--- src/lpd_pkg.sv ---
// shared types, constants and the line position table of the line tracking drive
package lpd_pkg;

	localparam int SENSOR_COUNT = 5;
	localparam int DEV_W        = 7;
	localparam int DUTY_W       = 10;
	localparam int CORR_W       = 11;
	localparam int REQ_W        = 12;
	localparam int GAIN_W       = 12;
	localparam int MS_W         = 16;
	localparam int TIME_W       = 32;
	localparam int ACC_W        = 22;
	localparam int PROD_W       = 21;
	localparam int IDX_W        = 3;
	localparam int CFG_DATA_W   = 16;
	localparam int IN_DATA_W    = 40;
	localparam int OUT_DATA_W   = 64;

	localparam logic [GAIN_W-1:0] PROP_GAIN_RST   = 12'd288;
	localparam logic [GAIN_W-1:0] DERIV_GAIN_RST  = 12'd720;
	localparam logic [DUTY_W-1:0] CRUISE_DUTY_RST = 10'd300;
	localparam logic [DUTY_W-1:0] CORR_LIMIT_RST  = 10'd800;
	localparam logic [DUTY_W-1:0] DUTY_LIMIT_RST  = 10'd1000;
	localparam logic [DUTY_W-1:0] KICK_DUTY_RST   = 10'd800;
	localparam logic [MS_W-1:0]   KICK_MS_RST     = 16'd50;

	typedef enum logic [IDX_W-1:0] {
		REG_PROP_GAIN   = 3'd0,
		REG_DERIV_GAIN  = 3'd1,
		REG_CRUISE_DUTY = 3'd2,
		REG_CORR_LIMIT  = 3'd3,
		REG_DUTY_LIMIT  = 3'd4,
		REG_KICK_DUTY   = 3'd5,
		REG_KICK_MS     = 3'd6
	} reg_idx_t;

	typedef struct packed {
		logic [GAIN_W-1:0] prop_gain;
		logic [GAIN_W-1:0] deriv_gain;
		logic [DUTY_W-1:0] cruise_duty;
		logic [DUTY_W-1:0] correction_limit;
		logic [DUTY_W-1:0] duty_limit;
		logic [DUTY_W-1:0] kick_duty;
		logic [MS_W-1:0]   kick_ms;
	} cfg_t;

	typedef enum logic [2:0] {
		ST_IDLE,
		ST_DEV,
		ST_MUL_P,
		ST_MUL_D,
		ST_CORR,
		ST_DRIVE
	} state_t;

	typedef struct packed {
		logic load;
		logic dev_en;
		logic mul_p;
		logic mul_d;
		logic corr_en;
		logic drive_en;
	} cmd_t;

	typedef struct packed {
		logic out_free;
	} status_t;

	// mean of the active sensor weights, truncated toward zero
	function automatic logic signed [DEV_W-1:0] dev_lookup(input logic [SENSOR_COUNT-1:0] s);
		logic signed [DEV_W-1:0] d;
		case (s)
			5'd1:  d = 7'sd43;
			5'd2:  d = 7'sd15;
			5'd3:  d = 7'sd29;
			5'd4:  d = 7'sd0;
			5'd5:  d = 7'sd21;
			5'd6:  d = 7'sd7;
			5'd7:  d = 7'sd19;
			5'd8:  d = -7'sd15;
			5'd9:  d = 7'sd14;
			5'd10: d = 7'sd0;
			5'd11: d = 7'sd14;
			5'd12: d = -7'sd7;
			5'd13: d = 7'sd9;
			5'd14: d = 7'sd0;
			5'd15: d = 7'sd10;
			5'd16: d = -7'sd43;
			5'd17: d = 7'sd0;
			5'd18: d = -7'sd14;
			5'd19: d = 7'sd5;
			5'd20: d = -7'sd21;
			5'd21: d = 7'sd0;
			5'd22: d = -7'sd9;
			5'd23: d = 7'sd3;
			5'd24: d = -7'sd29;
			5'd25: d = -7'sd5;
			5'd26: d = -7'sd14;
			5'd27: d = 7'sd0;
			5'd28: d = -7'sd19;
			5'd29: d = -7'sd3;
			5'd30: d = -7'sd10;
			default: d = 7'sd0;
		endcase
		return d;
	endfunction

endpackage

--- src/lpd_cfg.sv ---
// configuration register file of the line tracking drive
module lpd_cfg import lpd_pkg::*; (
	input  logic                  clk,
	input  logic                  arst_n,
	input  logic                  cfg_valid,
	input  logic [IDX_W-1:0]      cfg_index,
	input  logic [CFG_DATA_W-1:0] cfg_data,
	output cfg_t                  cfg
);

	cfg_t cfg_q;

	always_ff @(posedge clk or negedge arst_n) begin
		if (!arst_n) begin
			cfg_q.prop_gain        <= PROP_GAIN_RST;
			cfg_q.deriv_gain       <= DERIV_GAIN_RST;
			cfg_q.cruise_duty      <= CRUISE_DUTY_RST;
			cfg_q.correction_limit <= CORR_LIMIT_RST;
			cfg_q.duty_limit       <= DUTY_LIMIT_RST;
			cfg_q.kick_duty        <= KICK_DUTY_RST;
			cfg_q.kick_ms          <= KICK_MS_RST;
		end else if (cfg_valid) begin
			unique case (reg_idx_t'(cfg_index))
				REG_PROP_GAIN:   cfg_q.prop_gain        <= cfg_data[GAIN_W-1:0];
				REG_DERIV_GAIN:  cfg_q.deriv_gain       <= cfg_data[GAIN_W-1:0];
				REG_CRUISE_DUTY: cfg_q.cruise_duty      <= cfg_data[DUTY_W-1:0];
				REG_CORR_LIMIT:  cfg_q.correction_limit <= cfg_data[DUTY_W-1:0];
				REG_DUTY_LIMIT:  cfg_q.duty_limit       <= cfg_data[DUTY_W-1:0];
				REG_KICK_DUTY:   cfg_q.kick_duty        <= cfg_data[DUTY_W-1:0];
				REG_KICK_MS:     cfg_q.kick_ms          <= cfg_data[MS_W-1:0];
				default: ;
			endcase
		end
	end

	assign cfg = cfg_q;

endmodule

--- src/lpd_ctrl.sv ---
// step sequencer of the line tracking drive
module lpd_ctrl import lpd_pkg::*; (
	input  logic    clk,
	input  logic    arst_n,
	input  logic    s_tvalid,
	output logic    s_tready,
	input  status_t status,
	output cmd_t    cmd
);

	state_t state_q, state_d;

	always_ff @(posedge clk or negedge arst_n) begin
		if (!arst_n) begin
			state_q <= ST_IDLE;
		end else begin
			state_q <= state_d;
		end
	end

	always_comb begin
		state_d = state_q;
		unique case (state_q)
			ST_IDLE:  if (s_tvalid) state_d = ST_DEV;
			ST_DEV:   state_d = ST_MUL_P;
			ST_MUL_P: state_d = ST_MUL_D;
			ST_MUL_D: state_d = ST_CORR;
			ST_CORR:  state_d = ST_DRIVE;
			ST_DRIVE: if (status.out_free) state_d = ST_IDLE;
			default:  state_d = ST_IDLE;
		endcase
	end

	always_comb begin
		s_tready = 1'b0;
		cmd      = '0;
		unique case (state_q)
			ST_IDLE: begin
				s_tready = 1'b1;
				cmd.load = s_tvalid;
			end
			ST_DEV:   cmd.dev_en   = 1'b1;
			ST_MUL_P: cmd.mul_p    = 1'b1;
			ST_MUL_D: cmd.mul_d    = 1'b1;
			ST_CORR:  cmd.corr_en  = 1'b1;
			ST_DRIVE: cmd.drive_en = status.out_free;
			default: ;
		endcase
	end

endmodule

--- src/lpd_dp.sv ---
// datapath of the line tracking drive: deviation, shared pd multiplier, wheel drive
module lpd_dp import lpd_pkg::*; (
	input  logic                  clk,
	input  logic                  arst_n,
	input  cfg_t                  cfg,
	input  cmd_t                  cmd,
	output status_t               status,
	input  logic [IN_DATA_W-1:0]  s_tdata,
	output logic                  m_tvalid,
	input  logic                  m_tready,
	output logic [OUT_DATA_W-1:0] m_tdata
);

	logic [SENSOR_COUNT-1:0] sensors_q;
	logic [TIME_W-1:0]       now_q;
	logic                    half_q;
	logic                    stop_q;
	logic                    clear_q;

	logic signed [DEV_W-1:0]  dev_q;
	logic signed [DEV_W-1:0]  prev_dev_q;
	logic signed [ACC_W-1:0]  acc_q;
	logic signed [CORR_W-1:0] corr_q;
	logic signed [REQ_W-1:0]  prev_left_q;
	logic signed [REQ_W-1:0]  prev_right_q;
	logic [TIME_W-1:0]        left_start_q;
	logic [TIME_W-1:0]        right_start_q;
	logic                     out_valid_q;
	logic [OUT_DATA_W-1:0]    out_data_q;

	logic signed [DEV_W-1:0]  dev_new;
	logic signed [DEV_W:0]    diff;
	logic signed [DEV_W:0]    mul_a;
	logic signed [GAIN_W:0]   mul_b;
	logic signed [PROD_W-1:0] prod;
	logic signed [ACC_W-1:0]  acc_adj;
	logic signed [ACC_W-1:0]  acc_q16;
	logic signed [ACC_W-1:0]  corr_lim;
	logic signed [ACC_W-1:0]  corr_sat;
	logic [DUTY_W-1:0]        base;
	logic signed [REQ_W-1:0]  left_req;
	logic signed [REQ_W-1:0]  right_req;
	logic signed [REQ_W-1:0]  left_cmd;
	logic signed [REQ_W-1:0]  right_cmd;
	logic [DUTY_W-1:0]        lf_duty, lr_duty, rf_duty, rr_duty;

	function automatic logic signed [REQ_W-1:0] wheel_cmd(
		input logic signed [REQ_W-1:0] req,
		input logic signed [REQ_W-1:0] prev,
		input logic [TIME_W-1:0]       start,
		input logic [TIME_W-1:0]       now,
		input cfg_t                    c
	);
		logic [TIME_W-1:0]       elapsed;
		logic                    kick;
		logic signed [REQ_W-1:0] v;
		logic signed [REQ_W-1:0] lim;
		elapsed = (prev == '0) ? '0 : now - start;
		kick    = (req != '0) && (elapsed < {{(TIME_W-MS_W){1'b0}}, c.kick_ms});
		v       = req;
		if (kick) begin
			v = (req > 0) ? $signed({2'b00, c.kick_duty}) : -$signed({2'b00, c.kick_duty});
		end
		lim = $signed({2'b00, c.duty_limit});
		if (v > lim) begin
			v = lim;
		end else if (v < -lim) begin
			v = -lim;
		end
		return v;
	endfunction

	function automatic logic [DUTY_W-1:0] fwd_part(input logic signed [REQ_W-1:0] v);
		return (v > 0) ? v[DUTY_W-1:0] : '0;
	endfunction

	function automatic logic [DUTY_W-1:0] rev_part(input logic signed [REQ_W-1:0] v);
		logic signed [REQ_W-1:0] n;
		n = -v;
		return (v < 0) ? n[DUTY_W-1:0] : '0;
	endfunction

	// deviation, holding the last one when no sensor sees the line, or zero when history is cleared
	always_comb begin
		if (sensors_q == '0) begin
			dev_new = clear_q ? '0 : prev_dev_q;
		end else begin
			dev_new = dev_lookup(sensors_q);
		end
	end

	// one shared multiplier: proportional step, then derivative step
	assign diff  = {dev_q[DEV_W-1], dev_q} - {prev_dev_q[DEV_W-1], prev_dev_q};
	assign mul_a = cmd.mul_d ? diff : {dev_q[DEV_W-1], dev_q};
	assign mul_b = cmd.mul_d ? $signed({1'b0, cfg.deriv_gain}) : $signed({1'b0, cfg.prop_gain});
	assign prod  = mul_a * mul_b;

	// divide by 16 toward zero, then saturate
	always_comb begin
		acc_adj  = acc_q + (acc_q[ACC_W-1] ? 22'sd15 : 22'sd0);
		acc_q16  = acc_adj >>> 4;
		corr_lim = $signed({{(ACC_W-DUTY_W){1'b0}}, cfg.correction_limit});
		corr_sat = acc_q16;
		if (acc_q16 > corr_lim) begin
			corr_sat = corr_lim;
		end else if (acc_q16 < -corr_lim) begin
			corr_sat = -corr_lim;
		end
	end

	always_comb begin
		base = half_q ? {1'b0, cfg.cruise_duty[DUTY_W-1:1]} : cfg.cruise_duty;
		if (stop_q) begin
			left_req  = '0;
			right_req = '0;
		end else begin
			left_req  = $signed({2'b00, base}) + REQ_W'(corr_q);
			right_req = $signed({2'b00, base}) - REQ_W'(corr_q);
		end
		left_cmd  = wheel_cmd(left_req, prev_left_q, left_start_q, now_q, cfg);
		right_cmd = wheel_cmd(right_req, prev_right_q, right_start_q, now_q, cfg);
		lf_duty   = fwd_part(left_cmd);
		lr_duty   = rev_part(left_cmd);
		rf_duty   = fwd_part(right_cmd);
		rr_duty   = rev_part(right_cmd);
	end

	always_ff @(posedge clk) begin
		if (cmd.load) begin
			sensors_q <= s_tdata[4:0];
			now_q     <= s_tdata[36:5];
			half_q    <= s_tdata[37];
			stop_q    <= s_tdata[38];
			clear_q   <= s_tdata[39];
		end
		if (cmd.dev_en) begin
			dev_q <= dev_new;
		end
		if (cmd.mul_p) begin
			acc_q <= ACC_W'(prod);
		end else if (cmd.mul_d) begin
			acc_q <= acc_q + ACC_W'(prod);
		end
		if (cmd.corr_en) begin
			corr_q <= stop_q ? '0 : corr_sat[CORR_W-1:0];
		end
		if (cmd.drive_en) begin
			out_data_q <= {6'b0, corr_q, dev_q, rr_duty, rf_duty, lr_duty, lf_duty};
		end
	end

	// state carried between items
	always_ff @(posedge clk or negedge arst_n) begin
		if (!arst_n) begin
			prev_dev_q    <= '0;
			prev_left_q   <= '0;
			prev_right_q  <= '0;
			left_start_q  <= '0;
			right_start_q <= '0;
		end else begin
			if (cmd.dev_en && clear_q) begin
				prev_dev_q <= '0;
			end else if (cmd.corr_en && !stop_q) begin
				prev_dev_q <= dev_q;
			end
			if (cmd.drive_en) begin
				prev_left_q  <= left_req;
				prev_right_q <= right_req;
				if (left_req != '0 && prev_left_q == '0) begin
					left_start_q <= now_q;
				end
				if (right_req != '0 && prev_right_q == '0) begin
					right_start_q <= now_q;
				end
			end
		end
	end

	always_ff @(posedge clk or negedge arst_n) begin
		if (!arst_n) begin
			out_valid_q <= 1'b0;
		end else if (cmd.drive_en) begin
			out_valid_q <= 1'b1;
		end else if (m_tready) begin
			out_valid_q <= 1'b0;
		end
	end

	assign status.out_free = !out_valid_q || m_tready;
	assign m_tvalid        = out_valid_q;
	assign m_tdata         = out_data_q;

endmodule

--- src/line_tracking_pd_drive.sv ---
// top level of the line tracking pd differential drive
// One control tick is taken per input transaction and gives one result transaction.
// An item passes from acceptance to a loaded result through a sequencer that steps
// through deviation lookup, two passes of one shared 8x13 multiplier for the
// proportional and derivative terms, scaling and saturation of the correction,
// and the wheel stage with kick-start and clamping. The next item is accepted in
// the cycle after the result is loaded into the output register. The result waits
// while the previous one is not taken, so only one item is in flight at a time.
// Configuration writes are accepted in every cycle and are meant for idle times.
module line_tracking_pd_drive import lpd_pkg::*; (
	input  logic                  clk,
	input  logic                  arst_n,
	input  logic                  s_tvalid,
	output logic                  s_tready,
	// line_sensors[4:0], now_ms[36:5], half_speed[37], motors_stop[38], clear_history[39]
	input  logic [IN_DATA_W-1:0]  s_tdata,
	output logic                  m_tvalid,
	input  logic                  m_tready,
	// left_forward_duty[9:0], left_reverse_duty[19:10], right_forward_duty[29:20],
	// right_reverse_duty[39:30], line_deviation[46:40], steer_correction[57:47], zero[63:58]
	output logic [OUT_DATA_W-1:0] m_tdata,
	input  logic                  cfg_valid,
	output logic                  cfg_ready,
	input  logic [IDX_W-1:0]      cfg_index,
	input  logic [CFG_DATA_W-1:0] cfg_data
);

	cfg_t    cfg;
	cmd_t    cmd;
	status_t status;

	assign cfg_ready = 1'b1;

	lpd_cfg u_cfg (
		.clk       (clk),
		.arst_n    (arst_n),
		.cfg_valid (cfg_valid),
		.cfg_index (cfg_index),
		.cfg_data  (cfg_data),
		.cfg       (cfg)
	);

	lpd_ctrl u_ctrl (
		.clk      (clk),
		.arst_n   (arst_n),
		.s_tvalid (s_tvalid),
		.s_tready (s_tready),
		.status   (status),
		.cmd      (cmd)
	);

	lpd_dp u_dp (
		.clk      (clk),
		.arst_n   (arst_n),
		.cfg      (cfg),
		.cmd      (cmd),
		.status   (status),
		.s_tdata  (s_tdata),
		.m_tvalid (m_tvalid),
		.m_tready (m_tready),
		.m_tdata  (m_tdata)
	);

endmodule

--- config.mk ---
export PLATFORM = sky130hd
export DESIGN_NAME = line_tracking_pd_drive
export DESIGN_NICKNAME = d
export VERILOG_FILES = /design/src/lpd_pkg.sv /design/src/lpd_cfg.sv /design/src/lpd_ctrl.sv /design/src/lpd_dp.sv /design/src/line_tracking_pd_drive.sv
export SDC_FILE = /design/constraint.sdc
export NUM_CORES = 1
export LEC_CHECK = 0
export BUFFER_PORTS_ARGS = -buffer_cell sky130_fd_sc_hd__buf_2
export CORE_MARGIN = 1
export CORE_UTILIZATION = 55
export DETAILED_ROUTE_END_ITERATION = 8
export GPL_ROUTABILITY_DRIVEN = 0
export PLACE_DENSITY_LB_ADDON = 0.05
export SYNTH_ARGS = -nofsm -noshare
export SYNTH_HDL_FRONTEND = slang
export SYNTH_SLANG_ARGS = --single-unit
--- constraint.sdc ---
create_clock -name clk -period 13.88 [get_ports clk]
set_input_delay 1.388 -clock clk [delete_from_list [all_inputs] [get_ports clk]]
set_output_delay 1.388 -clock clk [all_outputs]
set_load 0.01 [all_outputs]
# Yosys cells after proc, flatten, opt, wreduce, memory -nomap -nowiden
# Memories as Yosys holds them, arrays and structs flattened. A register that Yosys moved wholly into a read port is not among the register bits.
# Cells that the tools add are included.
# word_totals
regBits	317
latch_bits	0
mem_bits_rw	0
rom_bits	224
inputBits	64
out_inout_bits	67
wordCells	136
mem_count	1
# op_classes
add_sub_neg	12
multipliers	1
div_mod_pow	0
magnitude_cmp	14
n_eq_ne	13
shift	0
muxes	37
n_bitwise	0
reduce_logical	30
# mem_list
name	words	width	rd	rd_ports_with_merged_regs	wr	line	source
(name not given)	32	7	1	1	0	lpd_pkg.sv:72	case (s)
# op_table
operator	count
12-bit 2-to-1 mux	11
32-bit by 16-bit < comparator with 1-bit output	2
32-bit 2-to-1 mux	2
32-bit subtractor	2
12-bit by 1-bit > comparator with 1-bit output, second input constant	4
22-bit 2-to-1 mux	2
7-bit 2-to-1 mux	4
12-bit by 11-bit > comparator with 1-bit output	2
12-bit logical NOT	2
12-bit by 1-bit < comparator with 1-bit output, second input constant	2
12-bit < comparator	2
10-bit negation with 12-bit output	2
12-bit nonzero test	2
22-bit by 21-bit adder with 22-bit output	1
22-bit by 5-bit adder with 22-bit output	1
18-bit by 22-bit < comparator with 1-bit output	1
10-bit negation with 22-bit output	1
8-bit by 13-bit multiplier with 21-bit output	1
10-bit 2-to-1 mux	2
10-bit negation	2
2-bit AND reduction	10
18-bit by 11-bit > comparator with 1-bit output	1
3-bit one-hot mux with 6 select lines	1
3-bit == test, second input constant	5
20 further kinds	42

# Longest topological paths before layout
# depth
ltp_word	10
mapped_depth	44

# By module
# Synthesis repeated with hierarchy kept, for this count alone.
# unflattened
hier_cells	2859
area_unflattened_um2	27107.2
# by_module_without_submodules
module	n_inst	cells_per_inst	area_per_inst_um2	seq_area_each_um2
lpd_dp	1	2662	23757.8	6661.4
lpd_cfg	1	174	3134.3	2033.2
lpd_ctrl	1	21	203.9	75.1
line_tracking_pd_drive	1	2	11.3	0.0

# Least setup slack after synthesis
# Ideal clock, no wire load.
# synth_path
path_type	reg-to-reg
start	reg u_ctrl.state_q[2]
end	reg u_dp.acc_q[21] (data pin)
arrival_time_ns	8.403
required_time_ns	13.614
path_slack_ns	5.211
stages_incl_launch_ff	34
path_buffers	2
period_less_slack_ns	8.669
path_cell_list	dfrtp_1 nor2b_1 nand2_1 clkbuf_1 o21ai_0 clkbuf_1 nand2_1 fa_1 fa_1 inv_1 fa_1 inv_1 fa_1 inv_1 ha_1 inv_1 o21bai_1 a21oi_1 o21bai_1 a21oi_1 o21bai_1 a21oi_1 o21bai_1 a21oi_1 o21ai_0 xor2_1 ha_1 a21o_1 a21oi_1 o21ai_0 a211oi_1 xor2_1 nor2_1 xor2_1
# synth_between
elab_chain_len	7
# synth_lines
element	line	source
start, declared	lpd_ctrl.sv:11	state_t state_q, state_d;
start signal, assigned	lpd_ctrl.sv:17	state_q <= state_d;
3-bit by 2-bit == test with 1-bit output	lpd_ctrl.sv:37	unique case (state_q)
1-bit 2-to-1 mux	lpd_ctrl.sv:37	
8-bit 2-to-1 mux / 12-bit 2-to-1 mux (equally long branches)	lpd_dp.sv:94, lpd_dp.sv:95	
8-bit by 13-bit multiplier with 21-bit output	lpd_dp.sv:96	assign prod = mul_a * mul_b;
22-bit by 21-bit adder with 22-bit output	lpd_dp.sv:142	acc_q <= acc_q + ACC_W'(prod);
22-bit 2-to-1 mux	lpd_dp.sv:141	end else if (cmd.mul_d) begin
22-bit 2-to-1 mux *	lpd_dp.sv:139	if (cmd.mul_p) begin
end signal, assigned	lpd_dp.sv:140	acc_q <= ACC_W'(prod);
end signal, assigned	lpd_dp.sv:142	
end, declared	lpd_dp.sv:22	logic signed [ACC_W-1:0] acc_q;
# Every way passes the cells marked *; elsewhere a longest branch is shown, timed or not. The select of a mux whose other input is x is not followed.
# A chain may end at the register's enable or synchronous reset.

# Worst setup path after layout
# layout_path
start	reg u_ctrl.state_q[1]
end	reg u_dp.acc_q[21] (data pin)
# The elaborated chain is that of the path after synthesis.

==> flow_results.xml <==
<?xml version="1.0" encoding="UTF-8"?>
<metrics>
  <group name="outcome">
    <metric name="outcome" unit="">finished clean</metric>
  </group>
  <group name="layout">
    <metric name="flow.area_growth_from_synthesis" unit="%">8.88</metric>
    <metric name="antenna_cells_inserted" unit="">0</metric>
    <metric name="finalCoreUtilization" unit="">0.606</metric>
    <metric name="proportion_of_layout_cells_with_a_drive_suffix_above_1" unit="">0.153</metric>
    <metric name="final_net_count" unit="">3390</metric>
  </group>
  <group name="clock_tree">
    <metric name="cts_root_buf" unit="">sky130_fd_sc_hd__clkbuf_16</metric>
    <metric name="cts_max_path_buffers" unit="">3</metric>
    <metric name="post_cts_hold_buffer_count" unit="">0</metric>
    <metric name="cts_setup_buffers" unit="">0</metric>
    <metric name="clkSlewWorstSetupHoldPaths" unit="ns">0.06</metric>
    <metric name="cts_buf_count" unit="">38</metric>
    <metric name="clock_tree_from_tritoncts" unit="">yes</metric>
    <metric name="cts.sink_count" unit="">323</metric>
    <metric name="worst_skew_pair.late_latency" unit="ns">0.57</metric>
    <metric name="htreeDepth" unit="">2</metric>
    <metric name="cts.repair.resized" unit="">0</metric>
  </group>
  <group name="hold_path">
    <metric name="timing.hold.worst.class" unit="">flop to flop</metric>
  </group>
  <group name="setup_path">
    <metric name="timing.critical_path.arrival" unit="ns">9.65</metric>
    <metric name="capture_instance_of_the_worst_register_to_register_path" unit="">u_dp.acc_q[21]</metric>
    <metric name="worstSetupEndpoint" unit="">u_dp.acc_q[21]</metric>
    <metric name="critPathMaxStageDelay" unit="ns">1.04</metric>
    <metric name="worstSetupEndpointType" unit="">flop</metric>
    <metric name="worst_setup_path_class" unit="">flop to flop</metric>
    <metric name="r2r.worst_path.cells" unit="">33</metric>
    <metric name="critical_path.most_common_cell" unit="">sky130_fd_sc_hd__a21oi_1</metric>
    <metric name="startpoint_type" unit="">flop</metric>
    <metric name="cp_max_fo" unit="">25</metric>
    <metric name="cp_slowest_cell" unit="">sky130_fd_sc_hd__nor2b_2</metric>
    <metric name="reg2reg_slack" unit="ns">4.52</metric>
    <metric name="setup.worst_path.start" unit="">u_ctrl.state_q[1]</metric>
    <metric name="cp.required" unit="ns">14.17</metric>
    <metric name="critical_path.reg2reg.startpoint" unit="">u_ctrl.state_q[1]</metric>
  </group>
  <group name="grt">
    <metric name="grt_use_total" unit="">0.286</metric>
    <metric name="grt_antenna_before_repair" unit="">0</metric>
    <metric name="global_route_wire_length_before_repair" unit="mm">115</metric>
    <metric name="grt_max_degree" unit="">76</metric>
    <metric name="grt_ovf" unit="">0</metric>
    <metric name="number_of_global_route_vias_before_repair" unit="">21339</metric>
  </group>
  <group name="die">
    <metric name="start_util" unit="">0.557</metric>
    <metric name="die_width" unit="um">224</metric>
    <metric name="die_h" unit="um">224</metric>
    <metric name="dieArea" unit="sq um">50400</metric>
    <metric name="core" unit="sq um">48800</metric>
    <metric name="io_pins" unit="">131</metric>
    <metric name="placement_rows" unit="">81</metric>
  </group>
  <group name="sta">
    <metric name="maxSlewViolCount" unit="">0</metric>
    <metric name="min_period_over_period" unit="">0.674</metric>
    <metric name="hold-worst-slack" unit="ns">0.476</metric>
    <metric name="setup_slack" unit="ns">4.52</metric>
    <metric name="grt_setup_unrepaired" unit="">no</metric>
    <metric name="hold_viol_final" unit="">0</metric>
    <metric name="period_needed" unit="ns">9.36</metric>
    <metric name="worst_pin_slew" unit="ns">1.28</metric>
    <metric name="worst_slew_margin_rel" unit="">0.146</metric>
    <metric name="final-setup-viol-count" unit="">0</metric>
    <metric name="fin_setup_tns" unit="ns">0</metric>
    <metric name="max_clock_freq" unit="MHz">107</metric>
    <metric name="fin_clk_skew" unit="ns">0.0193</metric>
  </group>
  <group name="routing">
    <metric name="first_pass_iteration_count_of_the_detailed_router" unit="">5</metric>
    <metric name="drc_errors" unit="">0</metric>
    <metric name="totalWireLength" unit="mm">71.3</metric>
    <metric name="antenna_violating_nets_post_route" unit="">0</metric>
    <metric name="drt-wirelength-per-cell" unit="um">19.4</metric>
    <metric name="detailroute.via_count" unit="">21766</metric>
    <metric name="via_per_inst" unit="">5.93</metric>
    <metric name="first_iter_violations" unit="">1612</metric>
  </group>
  <group name="logic_synthesis">
    <metric name="post_synth_inst_count" unit="">2905</metric>
    <metric name="synth_area_leaders" unit="">sky130_fd_sc_hd__edfxtp_1, sky130_fd_sc_hd__dfrtp_1, sky130_fd_sc_hd__ha_1</metric>
    <metric name="synth-seq-area-share" unit="">0.322</metric>
    <metric name="ys_async_sr_fraction" unit="">0.551</metric>
    <metric name="synthesis.yosys.warnings" unit="">0</metric>
    <metric name="synth.cells.most_frequent" unit="">sky130_fd_sc_hd__ha_1, sky130_fd_sc_hd__inv_1, sky130_fd_sc_hd__nor2_1</metric>
    <metric name="syn-cell-area" unit="sq um">27200</metric>
    <metric name="synth_cell_types" unit="">105</metric>
    <metric name="syn-mean-instance-area" unit="sq um">9.37</metric>
    <metric name="netlist.area_leader.share" unit="">0.152</metric>
    <metric name="synth-seq-cells" unit="">323</metric>
    <metric name="dominantRegCellSynth" unit="">sky130_fd_sc_hd__dfrtp_1</metric>
    <metric name="synth_largest_area_cell" unit="">sky130_fd_sc_hd__edfxtp_1</metric>
    <metric name="synth_edf_count" unit="">138</metric>
  </group>
  <group name="place">
    <metric name="pre_cts_slack" unit="ns">4.55</metric>
    <metric name="dp_hpwl" unit="mm">54.8</metric>
    <metric name="port_buffer_cells" unit="">123</metric>
  </group>
  <group name="job">
    <metric name="maxCapViolations" unit="">0</metric>
  </group>
</metrics>
how the worst min path moves through the flow:
stage,from,end,slack [ns],cells after the start
2_1_floorplan,u_dp.prev_left_q[2],u_dp.prev_left_q[2],0.45,2
3_3_place_gp,u_dp.prev_left_q[2],u_dp.prev_left_q[2],0.46,2
3_5_place_dp,u_dp.prev_left_q[2],u_dp.prev_left_q[2],0.46,2
4_1_cts,u_dp.prev_left_q[2],u_dp.prev_left_q[2],0.48,2
5_1_grt,u_dp.prev_left_q[2],u_dp.prev_left_q[2],0.50,2
6_report,u_dp.prev_right_q[10],u_dp.prev_right_q[10],0.48,2
kinds of logic after synthesis:
family | synth area share
XOR/XNOR | 0.0466
buffers and inverters | 0.0571
flip-flops | 0.322
multiplexers | 0.0862
AND/OR/NAND/NOR | 0.148
other | 0.000276
AO/OA/AOI/OAI | 0.160
adder cells (fa/ha/maj) | 0.179
sequential cells by signal, summed over array words and instances, names as in the netlist, 3 cells and up, named ones only:
| signal | flops |
|---|---|
| u_ctrl.state_q | 3 |
| u_dp.m_tdata | 58 |
| u_dp.now_q | 32 |
| u_dp.right_start_q | 32 |
| u_dp.prev_left_q | 11 |
| u_dp.prev_dev_q | 7 |
| u_cfg.cfg | 80 |
| u_dp.left_start_q | 32 |
| u_dp.sensors_q | 5 |
| u_dp.dev_q | 7 |
| u_dp.prev_right_q | 12 |
| u_dp.acc_q | 22 |
| u_dp.corr_q | 11 |
per-stage QoR:
| step | instances | instance area, sq um |
|---|---|---|
| after floorplan | 2910 | 27200 |
| after global placement | 3600 | 28400 |
| after detailed placement | 3600 | 28400 |
| after CTS | 3669 | 29600 |
| after global routing | 3669 | 29600 |
| final | 3669 | 29600 |
final cells by class:
type / count / area, sq um
Multi-Input combinational cell: 2188 / 16900
Inverter: 284 / 1070
Timing Repair Buffer: 141 / 757
Sequential cell: 323 / 8770
Tap cell: 664 / 831
Clock buffer: 54 / 1110
Fill cell: 4287 / 19200
Clock inverter: 15 / 159
worst max-delay path: cells and delay by family, from the launching register on:
family                     cells  cell delay (ns)
DFF                            1             0.44
adders and majority gates      6             2.81
xor gates and xnor gates       3             0.55
and+or+nand+nor                4             1.45
buffers and inverters          6             0.59
AOI/OAI and AO/OA             14             3.23
placed cells by master (no fill, tap or decap), types with 25 or more instances in the layout:
cell type,instances
sky130_fd_sc_hd__xor2_1,57
sky130_fd_sc_hd__mux2i_1,47
sky130_fd_sc_hd__nand3_1,49
sky130_fd_sc_hd__mux2_2,158
sky130_fd_sc_hd__edfxtp_1,138
sky130_fd_sc_hd__ha_1,283
sky130_fd_sc_hd__a21oi_1,171
sky130_fd_sc_hd__clkbuf_16,40
sky130_fd_sc_hd__buf_2,122
sky130_fd_sc_hd__or2_2,29
sky130_fd_sc_hd__fa_1,67
sky130_fd_sc_hd__nor2_1,260
sky130_fd_sc_hd__nor3_1,58
sky130_fd_sc_hd__xnor2_1,86
sky130_fd_sc_hd__inv_1,282
sky130_fd_sc_hd__nand4_1,30
sky130_fd_sc_hd__a21o_1,44
sky130_fd_sc_hd__and2_1,27
sky130_fd_sc_hd__o21ai_0,150
sky130_fd_sc_hd__nor2b_1,39
sky130_fd_sc_hd__dfstp_2,25
sky130_fd_sc_hd__nand2_1,201
sky130_fd_sc_hd__nand2b_1,28
sky130_fd_sc_hd__o21a_1,38
sky130_fd_sc_hd__dfrtp_1,153
metal layers:
layer,part of all wire,GRT usage
met1,0.44,0.381
met2,0.48,0.483
met5,0,0
met4,0.028,0.0933
met3,0.052,0.0347
Power is left out: the tool's default activity adds up to more than one toggle a clock period on the data nets, which glitch-free logic cannot reach.
